**config.mk**
```make
export PLATFORM = sky130hd
export DESIGN_NAME = csp_recip
export DESIGN_NICKNAME = d
export VERILOG_FILES = /design/src/rtl/csp_pkg.sv /design/src/rtl/csp_recip.sv
export SDC_FILE = /design/constraint.sdc
export NUM_CORES = 1
export LEC_CHECK = 0
export ABC_AREA = 1
export BUFFER_PORTS_ARGS = -buffer_cell sky130_fd_sc_hd__buf_2
export CAP_MARGIN = 40
export CORE_MARGIN = 10
export CORE_UTILIZATION = 40
export DETAILED_ROUTE_END_ITERATION = 12
export PLACE_DENSITY = 0.56
export SYNTH_ARGS = -nofsm -noshare
export SYNTH_HDL_FRONTEND = slang
export SYNTH_SLANG_ARGS = --single-unit
```
**constraint.sdc**
```tcl
create_clock -name clk_i -period 3.1 [get_ports clk_i]
set_clock_uncertainty 0.15 [all_clocks]
set_input_delay 0.62 -clock clk_i [delete_from_list [all_inputs] [get_ports clk_i]]
set_output_delay 0.62 -clock clk_i [all_outputs]
set_load 0.005 [all_outputs]
```
**src/rtl/csp_pkg.sv**
```systemverilog
package csp_pkg;

  // default geometry of the weight store
  localparam int unsigned DefColumns = 64;
  localparam int unsigned DefCells   = 16;
  localparam int unsigned DefInter   = 32;

  // results per forward item never exceed this
  localparam int unsigned MaxRes = 16;

  // fixed-point constants
  localparam logic [16:0] Log2eQ16 = 17'd94548;
  localparam logic [20:0] SumFloor = 21'd7;
  localparam int unsigned SumW     = 21;
  localparam int unsigned RecipW   = 30;

  // configuration register indexes
  localparam logic [1:0] CfgLearnRate = 2'd0;
  localparam logic [1:0] CfgCells     = 2'd1;
  localparam logic [1:0] CfgInter     = 2'd2;

  // result kinds
  localparam logic KindCell = 1'b0;
  localparam logic KindAck  = 1'b1;

  // sequencer states
  typedef enum logic [15:0] {
    S_IDLE = 16'h0001,
    S_MOD  = 16'h0002,
    S_BASE = 16'h0004,
    S_RA   = 16'h0008,
    S_RD   = 16'h0010,
    S_X0   = 16'h0020,
    S_X1   = 16'h0040,
    S_X2   = 16'h0080,
    S_DIV  = 16'h0100,
    S_DIVW = 16'h0200,
    S_P0   = 16'h0400,
    S_P1   = 16'h0800,
    S_L0   = 16'h1000,
    S_L1   = 16'h2000,
    S_L2   = 16'h4000,
    S_ACK  = 16'h8000
  } state_e;

  // 2^(-j/16) in Q16, j = 0..16
  function automatic logic [16:0] pow2_neg(input logic [4:0] j);
    logic [16:0] v;
    case (j)
      5'd0:    v = 17'd65536;
      5'd1:    v = 17'd62757;
      5'd2:    v = 17'd60097;
      5'd3:    v = 17'd57549;
      5'd4:    v = 17'd55109;
      5'd5:    v = 17'd52773;
      5'd6:    v = 17'd50535;
      5'd7:    v = 17'd48393;
      5'd8:    v = 17'd46341;
      5'd9:    v = 17'd44376;
      5'd10:   v = 17'd42495;
      5'd11:   v = 17'd40693;
      5'd12:   v = 17'd38968;
      5'd13:   v = 17'd37316;
      5'd14:   v = 17'd35734;
      5'd15:   v = 17'd34219;
      default: v = 17'd32768;
    endcase
    return v;
  endfunction

endpackage

```
**src/rtl/csp_recip.sv**
```systemverilog
module csp_recip (
  input  logic                        clk_i,
  input  logic                        rst_ni,
  input  logic                        start_i,
  input  logic [csp_pkg::SumW-1:0]    den_i,
  output logic                        done_o,
  output logic [csp_pkg::RecipW-1:0]  quot_o
);
  import csp_pkg::*;

  logic              busy_q;
  logic              done_q;
  logic [5:0]        step_q;
  logic [SumW-1:0]   den_q;
  logic [SumW:0]     rem_q;
  logic [RecipW-1:0] quot_q;
  logic [SumW:0]     rem_sh;
  logic              fit;

  // one quotient bit of 2^32 / den per cycle
  assign rem_sh = {rem_q[SumW-1:0], (step_q == 6'd32)};
  assign fit    = rem_sh >= {1'b0, den_q};

  always_ff @(posedge clk_i or negedge rst_ni) begin
    if (!rst_ni) begin
      busy_q <= 1'b0;
      done_q <= 1'b0;
      step_q <= '0;
    end else begin
      done_q <= 1'b0;
      if (start_i) begin
        busy_q <= 1'b1;
        step_q <= 6'd32;
      end else if (busy_q) begin
        if (step_q == 6'd0) begin
          busy_q <= 1'b0;
          done_q <= 1'b1;
        end else begin
          step_q <= step_q - 6'd1;
        end
      end
    end
  end

  // datapath
  always_ff @(posedge clk_i) begin
    if (start_i) begin
      den_q  <= den_i;
      rem_q  <= '0;
      quot_q <= '0;
    end else if (busy_q) begin
      rem_q  <= fit ? rem_sh - {1'b0, den_q} : rem_sh;
      quot_q <= {quot_q[RecipW-2:0], fit};
    end
  end

  assign done_o = done_q;
  assign quot_o = quot_q;
endmodule

```
==> metrics.cfg <==
[run_status]
status = finished clean

[setup_path]
critPathRequiredTime_ns = 3.21
ff2ff_setup_slack_ns = 0.21
worstSetupStartpointType = flip-flop
crit_top_cell = nand2_1
cpMaxStageDelayCell = dfrtp_1
crit_path_cell_trace = or2_2 > nor2_2 > nand3_1 > ha_1 > inv_1 > fa_2 > nand2_1 > nand2_1 > nand3_2 > nand2_2 > nand2_1 > nand2_2 > nand2_4 > buf_4 > nand4_1 > nand2_1 > nor2_1 > nor2_1
r2r_cells = 18
critical_path_class = flip-flop to flip-flop
slowest_delay_ns = 0.40
cp.arrival_ns = 3.00
r2r_end = rem_q[19]
crit_path_end_kind = flip-flop
cp_max_fo = 15
timing.rr.start = step_q[2]
crit_start = step_q[2]
endpoint = rem_q[19]

[synth]
synth.mux.area_fraction = 0
syn_nets = 671
synth-simple-area-share = 0.3077
synth_fa_ha_area_frac = 0.06881
synth_top_family_by_area = simple AND/OR/NAND/NOR gates
synth-seq-area-share = 0.4140
synth_cell_type_count = 37
synth_top_area_share = 0.2283
yosysWarnings = 0
synth-compound-area-share = 0.07385
syn-cell-area_sq_um = 4473
synth_top_cell_by_area = dfxtp_1
yosys.area_share.xor_xnor = 0.01371
ys_ff_latch = 80
synth_cells = 623
avgSynthCellArea_sq_um = 7.180
synth_area_leaders = dfxtp_1 (23%), nand2_1 (15%), edfxtp_1 (14%)

[power_and_ir_drop]
p_per_area_nw_per_um2 = 799.4
pwr-share-seq = 0.340
p_int_mw = 2.327
combPwrFrac = 0.460
power.share.clock = 0.200
finalPower_mw = 4.094
leakage_nw = 2.660
p_sw_mw = 1.767
ir_drop_mv = 0.2546
sw_frac_of_total = 0.4317

[timing]
period_minus_slack_ns = 2.887
period_share = 0.9312
fin_tns_setup_ns = 0
hold_viol = 0
holdWs_ns = 0.2706
finalSetupViolations = 0
drv_slew = 0
max_freq_mhz = 346.4
worstMarginPinSlew_ns = 0.6399
rsz0062_at_grt = false
slew_headroom = 0.5718
setup_slack_ns = 0.2134

[min_path]
hp-class = input pin to flip-flop

[grt]
grt_max_degree = 29
track_usage = 0.1460
antenna_found_initial = 0
grt.overflow.total = 0
grt_pass1_vias = 4173
grt_pass1_wl_um = 19450

[layout]
diodes = 0
design_area_sq_um = 5121
mostFrequentLayoutCell = nand2_1
final_cell_mix = nand2_1 (177), inv_1 (119), buf_2 (54)
syn_to_final_growth_pct = 14.49
final_cells = 825
post-route-util = 0.4704
drive_gt1_frac = 0.1372
nNetsFinal = 728

[routing]
drt-initial-drc-count = 300
post_drt_wl_per_cell_um = 13.79
wirelength_um = 11380
ant_nets = 0
viasPerCell = 4.840
vias = 3993
drt-pass1-iter-count = 4
drc_errors = 0

[clock_tree]
cts-root-buf = clkbuf_8
cts_buffer_depth = 2
htreeDepth = 3
cts.clk_slew.worst_paths_ns = 0.09
clkLatencyLatePin_ns = 0.37
numCtsBuffers = 9
cts_tree = done
cts.sinks = 80
postCtsSetupBuffers = 0

[die]
start_util = 0.4108
fp.dieW_um = 125.7
dieArea_sq_um = 15810
die_y_um = 125.7
core-area_sq_um = 10890
num_rows = 38
top_level_ports = 55

[placed_design]
port-buffer-count = 54
dpl_worst_slack_ns = 0.1872
dpl_cell_area_sq_um = 4883
hpwl_um = 8489
gp_congestion = 0.8933
dp_cells = 808

[job]
max_cap_violations = 0

## metal layers
layer | share of wire | up-vias | GRT usage
met2 | 0.45 | 95 | 0.2287
met1 | 0.46 | 1792 | 0.1784
met5 | 0 | - | 0
met4 | 0.026 | 0 | 0.07770
met3 | 0.067 | 19 | 0.04069
li1 | - | 2087 | -
## worst min path at each step
stage / startpoint / endpoint / slack, ns / cells after the start
after floorplan: rst_ni / busy_q / 0.17 / 0
after global placement: quot_o[29] / quot_o[29] / 0.29 / 2
after detailed placement: rst_ni / done_o / 0.32 / 1
after CTS: den_i[20] / den_q[20] / 0.25 / 1
after global routing: den_i[12] / den_q[12] / 0.25 / 1
final: den_i[20] / den_q[20] / 0.27 / 1
## layout make-up
| class | instances | area, sq um |
|---|---|---|
| fill | 1149 | 5767 |
| multi-input combinational | 404 | 2090 |
| sequential | 80 | 1852 |
| inverter | 124 | 465.4 |
| timing repair buffer | 61 | 325.3 |
| tap | 140 | 175.2 |
| clock buffer | 11 | 173.9 |
| clock inverter | 5 | 40.04 |
## what timing repair did
action,CTS,global route
gates resized for setup,0,4
setup endpoints to repair,0,10
endpoints found under the hold margin,8,0
hold buffers,1,0
## power by group through the flow
stage / registers, mW / clock network [mW] / logic [mW]
floorplan: 1.37 / 0 / 1.46
global placement: 1.41 / 0 / 1.84
detailed placement: 1.41 / 0 / 1.84
CTS: 1.39 / 0.842 / 1.86
global route: 1.41 / 0.890 / 2.18
finish: 1.39 / 0.819 / 1.88
## synthesized netlist by cell type
| library cell | n |
|---|---|
| o22ai_1 | 27 |
| o21ai_1 | 2 |
| o31ai_1 | 1 |
| and2_1 | 1 |
| a21oi_2 | 1 |
| buf_1 | 3 |
| dfxtp_1 | 51 |
| nor3b_1 | 1 |
| buf_2 | 7 |
| nand3_1 | 41 |
| ha_1 | 23 |
| dfrtp_1 | 8 |
| nand2_4 | 2 |
| buf_6 | 2 |
| edfxtp_1 | 21 |
| or2_2 | 2 |
| and3_1 | 1 |
| xnor2_1 | 3 |
| clkbuf_1 | 3 |
| nor2_1 | 51 |
| nand2_1 | 177 |
| nor2_4 | 1 |
| fa_1 | 1 |
| xor2_1 | 4 |
| nand4_1 | 21 |
| or2_1 | 3 |
| clkinv_1 | 1 |
| nand3b_1 | 5 |
| o21bai_1 | 2 |
| inv_1 | 120 |
| nand2_2 | 3 |
| nand3_2 | 1 |
| o21ai_0 | 9 |
| a21oi_1 | 15 |
| nor2_2 | 2 |
| inv_2 | 3 |
| nor3_1 | 4 |
## critical path: cells and delay by family, from the launching register on
kind,cells,cell delay (ns)
adders and majority gates,2,0.43
buffers and inverters,2,0.33
DFF,1,0.40
and+or+nand+nor,14,1.48
## registers in the layout (all words and copies together) (netlist names)
signal  flops
quot_o     30
den_q      21
rem_q      21
step_q      6
busy_q      1
done_o      1
## cells by family after synthesis
logic type | count (synthesis)
adders and majority gates | 24
and+or+nand+nor | 316
buffers and inverters | 139
AOI/OAI and AO/OA | 57
xor gates and xnor gates | 7
DFF | 80
Power figures use the tool's default switching activity.
